--- src/design/phrq_pkg.sv ---
// shared types and constants for the per-hart run queue block
`default_nettype none

package phrq_pkg;

  localparam int HART_COUNT_DEF = 8;
  localparam int NODE_COUNT_DEF = 256;
  localparam int CMDQ_DEPTH     = 2;

  typedef enum logic [1:0] {
    MODE_BIND = 2'd0,
    MODE_PUSH = 2'd1,
    MODE_POP  = 2'd2
  } mode_t;

  typedef enum logic [1:0] {
    OP_BIND,
    OP_PUSH,
    OP_POP,
    OP_FAIL
  } op_t;

  typedef enum logic [1:0] {
    ST_IDLE,
    ST_OWNER,
    ST_LINK,
    ST_POP
  } state_t;

  typedef struct packed {
    op_t         op;
    logic [7:0]  node;
    logic [15:0] hart;
    logic        hart_ok;
  } cmd_t;

endpackage

`default_nettype wire

--- src/design/phrq_front.sv ---
// front end: takes commands and classifies them into queue entries
`default_nettype none

module phrq_front #(
  parameter int HART_COUNT = phrq_pkg::HART_COUNT_DEF,
  parameter int NODE_COUNT = phrq_pkg::NODE_COUNT_DEF
) (
  input  wire logic          start,
  input  wire logic [1:0]    mode,
  input  wire logic [7:0]    node_index,
  input  wire logic [15:0]   hart,
  input  wire logic          full,
  output logic               busy,
  output logic               push,
  output phrq_pkg::cmd_t     cmd
);

  logic node_ok;
  logic hart_ok;

  assign node_ok = int'(node_index) < NODE_COUNT;
  assign hart_ok = int'(hart) < HART_COUNT;
  assign busy    = full;
  assign push    = start && !full;

  always_comb begin
    cmd.node    = node_index;
    cmd.hart    = hart;
    cmd.hart_ok = hart_ok;
    unique case (mode)
      phrq_pkg::MODE_BIND: cmd.op = node_ok ? phrq_pkg::OP_BIND : phrq_pkg::OP_FAIL;
      phrq_pkg::MODE_PUSH: cmd.op = node_ok ? phrq_pkg::OP_PUSH : phrq_pkg::OP_FAIL;
      phrq_pkg::MODE_POP:  cmd.op = hart_ok ? phrq_pkg::OP_POP : phrq_pkg::OP_FAIL;
      default:             cmd.op = phrq_pkg::OP_FAIL;
    endcase
  end

endmodule

`default_nettype wire

--- src/design/phrq_cmd_fifo.sv ---
// short command queue between front and back end
`default_nettype none

module phrq_cmd_fifo #(
  parameter int DEPTH = phrq_pkg::CMDQ_DEPTH
) (
  input  wire logic           clk,
  input  wire logic           rst,
  input  wire logic           push,
  input  wire phrq_pkg::cmd_t push_data,
  output logic                full,
  input  wire logic           pop,
  output phrq_pkg::cmd_t      pop_data,
  output logic                empty
);

  localparam int PTR_W = (DEPTH > 1) ? $clog2(DEPTH) : 1;
  localparam int CNT_W = $clog2(DEPTH + 1);

  phrq_pkg::cmd_t entries [DEPTH];
  logic [PTR_W-1:0] wr_ptr;
  logic [PTR_W-1:0] rd_ptr;
  logic [CNT_W-1:0] count;
  logic             do_push;
  logic             do_pop;

  assign full     = count == CNT_W'(DEPTH);
  assign empty    = count == '0;
  assign do_push  = push && !full;
  assign do_pop   = pop && !empty;
  assign pop_data = entries[rd_ptr];

  always_ff @(posedge clk) begin
    if (do_push) begin
      entries[wr_ptr] <= push_data;
    end
  end

  always_ff @(posedge clk) begin
    if (rst) begin
      wr_ptr <= '0;
      rd_ptr <= '0;
      count  <= '0;
    end else begin
      if (do_push) begin
        wr_ptr <= (wr_ptr == PTR_W'(DEPTH - 1)) ? '0 : wr_ptr + 1'b1;
      end
      if (do_pop) begin
        rd_ptr <= (rd_ptr == PTR_W'(DEPTH - 1)) ? '0 : rd_ptr + 1'b1;
      end
      if (do_push && !do_pop) begin
        count <= count + 1'b1;
      end else if (do_pop && !do_push) begin
        count <= count - 1'b1;
      end
    end
  end

endmodule

`default_nettype wire

--- src/design/phrq_back.sv ---
// back end: queue state, node memories and the operation sequencer
`default_nettype none

module phrq_back #(
  parameter int HART_COUNT = phrq_pkg::HART_COUNT_DEF,
  parameter int NODE_COUNT = phrq_pkg::NODE_COUNT_DEF
) (
  input  wire logic          clk,
  input  wire logic          rst,
  input  wire phrq_pkg::cmd_t cmd,
  input  wire logic          empty,
  output logic               pop,
  output logic               done,
  output logic               ok,
  output logic [7:0]         popped_node
);

  localparam int NIDX_W = $clog2(NODE_COUNT);
  localparam int HIDX_W = (HART_COUNT > 1) ? $clog2(HART_COUNT) : 1;

  phrq_pkg::state_t state;
  phrq_pkg::state_t state_next;
  phrq_pkg::cmd_t   cur;

  logic [HIDX_W:0]   own_mem [NODE_COUNT];
  logic [NIDX_W:0]   lnk_mem [NODE_COUNT];
  logic [HIDX_W:0]   owner_rd;
  logic [NIDX_W:0]   link_rd;

  logic [NIDX_W-1:0] head [HART_COUNT];
  logic [NIDX_W-1:0] tail [HART_COUNT];
  logic [HART_COUNT-1:0] nonempty;
  logic [NIDX_W-1:0] tail_save;

  logic [NIDX_W-1:0] in_node;
  logic [HIDX_W-1:0] in_hart;
  logic [NIDX_W-1:0] cur_node;
  logic [HIDX_W-1:0] pop_hart;
  logic [HIDX_W-1:0] own_hart;
  logic              own_ok;
  logic [NIDX_W-1:0] pop_head;

  logic              own_we;
  logic              own_re;
  logic              lnk_we;
  logic [NIDX_W-1:0] lnk_waddr;
  logic [NIDX_W:0]   lnk_wdata;
  logic              lnk_re;
  logic [NIDX_W-1:0] lnk_raddr;
  logic [HIDX_W-1:0] q_idx;
  logic              head_we;
  logic [NIDX_W-1:0] head_wdata;
  logic              tail_we;
  logic              ne_we;
  logic              ne_wdata;
  logic              save_tail;
  logic              res_valid;
  logic              res_ok;
  logic [NIDX_W-1:0] res_node;

  assign in_node  = NIDX_W'(cmd.node);
  assign in_hart  = HIDX_W'(cmd.hart);
  assign cur_node = NIDX_W'(cur.node);
  assign pop_hart = HIDX_W'(cur.hart);
  assign own_hart = owner_rd[HIDX_W-1:0];
  assign own_ok   = owner_rd[HIDX_W];
  assign pop_head = head[pop_hart];

  always_comb begin
    state_next = state;
    unique case (state)
      phrq_pkg::ST_IDLE: begin
        if (!empty) begin
          if (cmd.op == phrq_pkg::OP_PUSH) begin
            state_next = phrq_pkg::ST_OWNER;
          end else if (cmd.op == phrq_pkg::OP_POP && nonempty[in_hart]) begin
            state_next = phrq_pkg::ST_POP;
          end
        end
      end
      phrq_pkg::ST_OWNER: begin
        state_next = (own_ok && nonempty[own_hart]) ? phrq_pkg::ST_LINK : phrq_pkg::ST_IDLE;
      end
      phrq_pkg::ST_LINK: state_next = phrq_pkg::ST_IDLE;
      phrq_pkg::ST_POP:  state_next = phrq_pkg::ST_IDLE;
    endcase
  end

  always_comb begin
    pop        = 1'b0;
    own_we     = 1'b0;
    own_re     = 1'b0;
    lnk_we     = 1'b0;
    lnk_waddr  = in_node;
    lnk_wdata  = '0;
    lnk_re     = 1'b0;
    lnk_raddr  = head[in_hart];
    q_idx      = own_hart;
    head_we    = 1'b0;
    head_wdata = cur_node;
    tail_we    = 1'b0;
    ne_we      = 1'b0;
    ne_wdata   = 1'b0;
    save_tail  = 1'b0;
    res_valid  = 1'b0;
    res_ok     = 1'b0;
    res_node   = '0;
    unique case (state)
      phrq_pkg::ST_IDLE: begin
        if (!empty) begin
          pop = 1'b1;
          unique case (cmd.op)
            phrq_pkg::OP_BIND: begin
              own_we    = 1'b1;
              lnk_we    = 1'b1;
              res_valid = 1'b1;
              res_ok    = 1'b1;
            end
            phrq_pkg::OP_PUSH: own_re = 1'b1;
            phrq_pkg::OP_POP: begin
              if (nonempty[in_hart]) begin
                lnk_re = 1'b1;
              end else begin
                res_valid = 1'b1;
              end
            end
            phrq_pkg::OP_FAIL: res_valid = 1'b1;
          endcase
        end
      end
      phrq_pkg::ST_OWNER: begin
        if (!own_ok) begin
          res_valid = 1'b1;
        end else begin
          lnk_we    = 1'b1;
          lnk_waddr = cur_node;
          tail_we   = 1'b1;
          if (nonempty[own_hart]) begin
            save_tail = 1'b1;
          end else begin
            head_we   = 1'b1;
            ne_we     = 1'b1;
            ne_wdata  = 1'b1;
            res_valid = 1'b1;
            res_ok    = 1'b1;
          end
        end
      end
      phrq_pkg::ST_LINK: begin
        lnk_we    = 1'b1;
        lnk_waddr = tail_save;
        lnk_wdata = {1'b1, cur_node};
        res_valid = 1'b1;
        res_ok    = 1'b1;
      end
      phrq_pkg::ST_POP: begin
        q_idx     = pop_hart;
        lnk_we    = 1'b1;
        lnk_waddr = pop_head;
        if (link_rd[NIDX_W]) begin
          head_we    = 1'b1;
          head_wdata = link_rd[NIDX_W-1:0];
        end else begin
          ne_we = 1'b1;
        end
        res_valid = 1'b1;
        res_ok    = 1'b1;
        res_node  = pop_head;
      end
    endcase
  end

  always_ff @(posedge clk) begin
    if (own_we) begin
      own_mem[in_node] <= {cmd.hart_ok, in_hart};
    end
    if (own_re) begin
      owner_rd <= own_mem[in_node];
    end
  end

  always_ff @(posedge clk) begin
    if (lnk_we) begin
      lnk_mem[lnk_waddr] <= lnk_wdata;
    end
    if (lnk_re) begin
      link_rd <= lnk_mem[lnk_raddr];
    end
  end

  always_ff @(posedge clk) begin
    if (pop) begin
      cur <= cmd;
    end
    if (save_tail) begin
      tail_save <= tail[own_hart];
    end
    if (head_we) begin
      head[q_idx] <= head_wdata;
    end
    if (tail_we) begin
      tail[q_idx] <= cur_node;
    end
    ok          <= res_ok;
    popped_node <= 8'(res_node);
  end

  always_ff @(posedge clk) begin
    if (rst) begin
      state    <= phrq_pkg::ST_IDLE;
      nonempty <= '0;
      done     <= 1'b0;
    end else begin
      state <= state_next;
      if (ne_we) begin
        nonempty[q_idx] <= ne_wdata;
      end
      done <= res_valid;
    end
  end

endmodule

`default_nettype wire

--- src/design/per_hart_linked_run_queues_core.sv ---
// top level of the per-hart linked run queue block
//
// commands enter on start with mode, node_index and hart; a command beat is
// taken at a rising edge where start is high and busy is low. mode 0 binds a
// node to a hart, mode 1 appends a node to its hart's queue, mode 2 pops the
// head of a hart's queue.
// every command gives one result beat: done is high for one cycle with ok
// and popped_node, and the result is taken at the edge that ends that cycle.
// the receiver cannot hold results off.
// a two-entry command queue parts the front end from the sequencer, so busy
// rises only while both entries are held.
// an accepted command passes through the command queue to the sequencer,
// which answers a bind, an unused mode or an empty pop in its idle state, a
// pop in its pop state and a push in its owner state, or in its link state
// for a push onto a nonempty queue; the sequencer takes a new command only
// in its idle state, kept out of it by the registered reads of the owner and
// link memories and the single write port of the link memory.
// reset clears the command queue, the sequencer and the per-hart nonempty
// flags; node memories and head and tail entries hold their contents, which
// the user must write before they are read; the block does not enforce it.
`default_nettype none

module per_hart_linked_run_queues_core #(
  parameter int HART_COUNT = phrq_pkg::HART_COUNT_DEF,
  parameter int NODE_COUNT = phrq_pkg::NODE_COUNT_DEF
) (
  input  wire logic        clk,
  input  wire logic        rst,
  input  wire logic        start,
  output logic             busy,
  input  wire logic [1:0]  mode,
  input  wire logic [7:0]  node_index,
  input  wire logic [15:0] hart,
  output logic             done,
  output logic             ok,
  output logic [7:0]       popped_node
);

  phrq_pkg::cmd_t front_cmd;
  phrq_pkg::cmd_t back_cmd;
  logic           fifo_push;
  logic           fifo_full;
  logic           fifo_pop;
  logic           fifo_empty;

  phrq_front #(
    .HART_COUNT (HART_COUNT),
    .NODE_COUNT (NODE_COUNT)
  ) u_front (
    .start      (start),
    .mode       (mode),
    .node_index (node_index),
    .hart       (hart),
    .full       (fifo_full),
    .busy       (busy),
    .push       (fifo_push),
    .cmd        (front_cmd)
  );

  phrq_cmd_fifo #(
    .DEPTH (phrq_pkg::CMDQ_DEPTH)
  ) u_fifo (
    .clk       (clk),
    .rst       (rst),
    .push      (fifo_push),
    .push_data (front_cmd),
    .full      (fifo_full),
    .pop       (fifo_pop),
    .pop_data  (back_cmd),
    .empty     (fifo_empty)
  );

  phrq_back #(
    .HART_COUNT (HART_COUNT),
    .NODE_COUNT (NODE_COUNT)
  ) u_back (
    .clk         (clk),
    .rst         (rst),
    .cmd         (back_cmd),
    .empty       (fifo_empty),
    .pop         (fifo_pop),
    .done        (done),
    .ok          (ok),
    .popped_node (popped_node)
  );

endmodule

`default_nettype wire

--- config.mk ---
export PLATFORM = sky130hd
export DESIGN_NAME = per_hart_linked_run_queues_core
export DESIGN_NICKNAME = d
export VERILOG_FILES = /design/src/design/phrq_pkg.sv /design/src/design/phrq_front.sv /design/src/design/phrq_cmd_fifo.sv /design/src/design/phrq_back.sv /design/src/design/per_hart_linked_run_queues_core.sv
export SDC_FILE = /design/constraint.sdc
export NUM_CORES = 2
export LEC_CHECK = 0
export BUFFER_PORTS_ARGS = -buffer_cell sky130_fd_sc_hd__buf_2
export CAP_MARGIN = 20
export CORE_ASPECT_RATIO = 1.25
export CORE_MARGIN = 3
export CORE_UTILIZATION = 49
export DETAILED_ROUTE_END_ITERATION = 6
export HOLD_SLACK_MARGIN = 0.05
export PLACE_DENSITY = 0.66
export SYNTH_ARGS = -nofsm -noshare
export SYNTH_HDL_FRONTEND = slang
export SYNTH_HIERARCHICAL = 1
export SYNTH_SLANG_ARGS = --single-unit
--- constraint.sdc ---
create_clock -name clk -period 25.6 [get_ports clk]
set_input_delay 2.56 -clock clk [delete_from_list [all_inputs] [get_ports clk]]
set_output_delay 2.56 -clock clk [all_outputs]
set_load 0.02 [all_outputs]
==> results.py <==
metrics = {
    "status": {
        "run_status": "finished with violations",
        "violated_checks": "DRC",
    },
    "timing": {
        "setup_tns_ns": 0,
        "timing.clock.skew_ns": 0.09965,
        "final_worst_path_setup_slack_ns": 16.28,
        "grt_setup_unrepaired": "false",
        "max_freq_mhz": 107.3,
        "finalSetupViolations": 0,
        "least_margin_pin_slew_ns": 1.351,
        "shortest_clock_period_the_worst_path_allows_after_layout_ns": 9.321,
        "hold_violations": 0,
        "slew_violations": 0,
        "final_min_period_over_clock_period_pct": 36.41,
        "max_slew_margin_vs_limit_pct": 9.941,
    },
    "clock_tree": {
        "cts_max_level": 5,
        "post_cts.repair.setup_buffers": 0,
        "insertion_delay_ns": 0.89,
        "clkTransAtPathRegs_ns": 0.06,
        "clock_tree.buffer_depth": 4,
        "cts.sink_count": 3544,
        "holdBufCountCts": 0,
        "tritoncts": "yes",
        "cts_resized": 0,
        "cts_buffers": 347,
        "cts-root-buf": "sky130_fd_sc_hd__clkbuf_16",
    },
    "setup_path": {
        "required_ns": 26.17,
        "crit_path_max_incr_delay_ns": 0.96,
        "path_max_fanout": 125,
        "reg2reg_to": "u_back/link_rd[7]",
        "most_repeated_library_cell_on_the_critical_path": "sky130_fd_sc_hd__buf_4",
        "slowest_cell_on_crit_path": "sky130_fd_sc_hd__nor4_1",
        "crit_path_end_kind": "flip-flop",
        "worst-r2r-setup-slack_ns": 16.28,
        "worst-r2r-cell-count": 14,
        "cp-start-kind": "flip-flop",
        "timing.critical_path.arrival_ns": 9.89,
        "critical_path.cell_chain": "mux2_8 > mux2_2 > mux4_4 > buf_4 > buf_4 > buf_4 > buf_4 > buf_4 > mux4_2 > and2_1 > a31oi_1 > o211ai_1 > nor4_1 > nor3_1",
        "timing_worst_setup_path_type": "flip-flop to flip-flop",
        "worstSetupEndpoint": "u_back/link_rd[7]",
    },
    "die": {
        "io_pins": 40,
        "rows": 218,
        "floorplan.die_area_um2": 290500,
        "floorplan.die.width_um": 482.7,
        "die_boundary_height_um": 601.8,
        "placeableCoreArea_um2": 282300,
        "start_util_pct": 49.30,
    },
    "detailed_routing": {
        "dr.pass1.iters": 7,
        "via_count": 69360,
        "vias_per_cell": 6.208,
        "post-route-drc-count": 1,
        "drt-initial-drc-count": 7948,
        "ant_nets": 0,
        "wl_per_cell_um": 31.01,
        "total_wirelength_of_the_detailed_routed_design_um": 346400,
    },
    "logic_synthesis": {
        "syn-num-nets": 7051,
        "syn-cell-area_um2": 139200,
        "syn_area_per_cell_um2": 19.83,
        "post_synthesis_cell_count": 7018,
        "count_of_yosys_warnings_during_synthesis": 6,
    },
    "finish": {
        "area_growth_syn_to_fin_pct": 11.44,
        "post_route_cells_drive_above_1_share_pct": 21.62,
        "final_util_pct": 54.94,
        "layout.nets": 7182,
    },
    "global_routing": {
        "first_pass_grt_wire_length_um": 503000,
        "grt_max_degree": 221,
        "via_count_of_the_first_global_routing_pass": 70580,
        "groute.usage.overall_pct": 23.74,
        "grt_antenna_before_repair": 5,
        "grt_overflow": 0,
    },
    "placement": {
        "globalplace.congestion": 0.8442,
        "number_of_input_and_output_port_buffers_inserted": 39,
        "place_hpwl_um": 209600,
        "post-place-ws_ns": 16.30,
    },
    "power": {
        "vdd_drop_max_uv": 119.1,
        "leakagePower_nw": 44.05,
        "power_density_nw_per_um2": 105.3,
    },
    "hold_path": {
        "tightest_hold_check_type": "flip-flop to flip-flop",
    },
    "job": {
        "maxCapViolations": 0,
    },
}
power breakdown:
part           internal, mW  switching, mW  total, mW
combinational          1.61           2.94       4.54
clock                  2.94           2.15       5.08
sequential             6.64         0.0593       6.70
total                  11.2           5.14       16.3
placed cells by master, fill, tap and decap left out, types with 20 or more instances in the layout:
cell type                   count
sky130_fd_sc_hd__nand4_1       52
sky130_fd_sc_hd__mux2i_1      420
sky130_fd_sc_hd__dfxtp_1       28
sky130_fd_sc_hd__nor2b_1       21
sky130_fd_sc_hd__mux2_2        38
sky130_fd_sc_hd__nor4_1        20
sky130_fd_sc_hd__nand3_1      250
sky130_fd_sc_hd__a22oi_1      155
sky130_fd_sc_hd__clkbuf_16    355
sky130_fd_sc_hd__bufinv_16     38
sky130_fd_sc_hd__edfxtp_1    3516
sky130_fd_sc_hd__nor2_1       578
sky130_fd_sc_hd__o22ai_1       30
sky130_fd_sc_hd__clkbuf_1      63
sky130_fd_sc_hd__buf_2         42
sky130_fd_sc_hd__nand2_1      426
sky130_fd_sc_hd__mux4_2       776
sky130_fd_sc_hd__clkinv_2      63
sky130_fd_sc_hd__buf_4        140
sky130_fd_sc_hd__a21oi_1       50
sky130_fd_sc_hd__clkinv_1      59
worst min-delay path by stage:
stage	to	cells after the start	startpoint	slack, ns
finish	u_back/nonempty[3]	2	u_back/nonempty[3]	0.49
floorplan	flip-flop	2	u_back/cur[1]	0.44
global placement	flip-flop	2	u_back/cur[1]	0.47
global route	u_back/nonempty[0]	2	u_back/nonempty[0]	0.53
detailed placement	u_fifo/wr_ptr	2	u_fifo/wr_ptr	0.48
CTS	u_fifo/wr_ptr	2	u_fifo/wr_ptr	0.49
layer usage:
layer,vias to the layer above,routed length [um],GRT usage [%]
met5,-,0,0
met4,0,16290,9.676
met3,683,26170,3.898
met2,3148,177600,40.32
met1,36790,126400,30.52
li1,28740,-,-
critical path: cells and delay by family, from the launching register on:
kind	cells	cell delay (ns)
DFF	1	0.92
muxes	4	2.45
and+or+nand+nor	3	1.22
AOI/OAI and AO/OA	2	0.31
buffers and inverters	5	3.82
state kept, by name (all words and copies together), names as in the netlist, named ones only:
| name | cells |
|---|---|
| u_fifo/count | 2 |
| u_back/owner_rd | 4 |
| u_back/done | 1 |
| u_back/state | 2 |
| u_back/nonempty | 8 |
| u_back/tail_save | 8 |
| u_fifo/entries | 28 |
| u_back/tail | 64 |
| u_back/lnk_mem | 2304 |
| u_back/ok | 1 |
| u_back/cur | 3 |
| u_back/own_mem | 1024 |
| u_back/link_rd | 9 |
| u_fifo/wr_ptr | 1 |
| u_fifo/rd_ptr | 1 |
| u_back/popped_node | 8 |
| u_back/head | 64 |
| u_back/cur_node | 8 |
stage by stage:
step | cell area, um^2 | hold slack, ns | instances | power (mW)
final | 155100 | 0.4924 | 11170 | 16.33
after global routing | 155100 | 0.5303 | 11170 | 16.87
after CTS | 154800 | 0.4883 | 11150 | 16.44
after detailed placement | 143600 | 0.4754 | 10520 | 11.39
after global placement | 143300 | 0.4693 | 10500 | 11.32
after floorplan | 139200 | 0.4411 | 7018 | 9.816
final cells by class:
cell class              count  area, um^2
multi-input cells        3025       31190
diodes                      4       10.01
inverters                  18       67.56
clock buffers             421        9161
fillers                 21070      127200
flip-flops and latches   3544      106100
repair buffers            213        1730
well taps                3740        4679
clock inverters           207        2105
(Power assumes the default switching activity.)
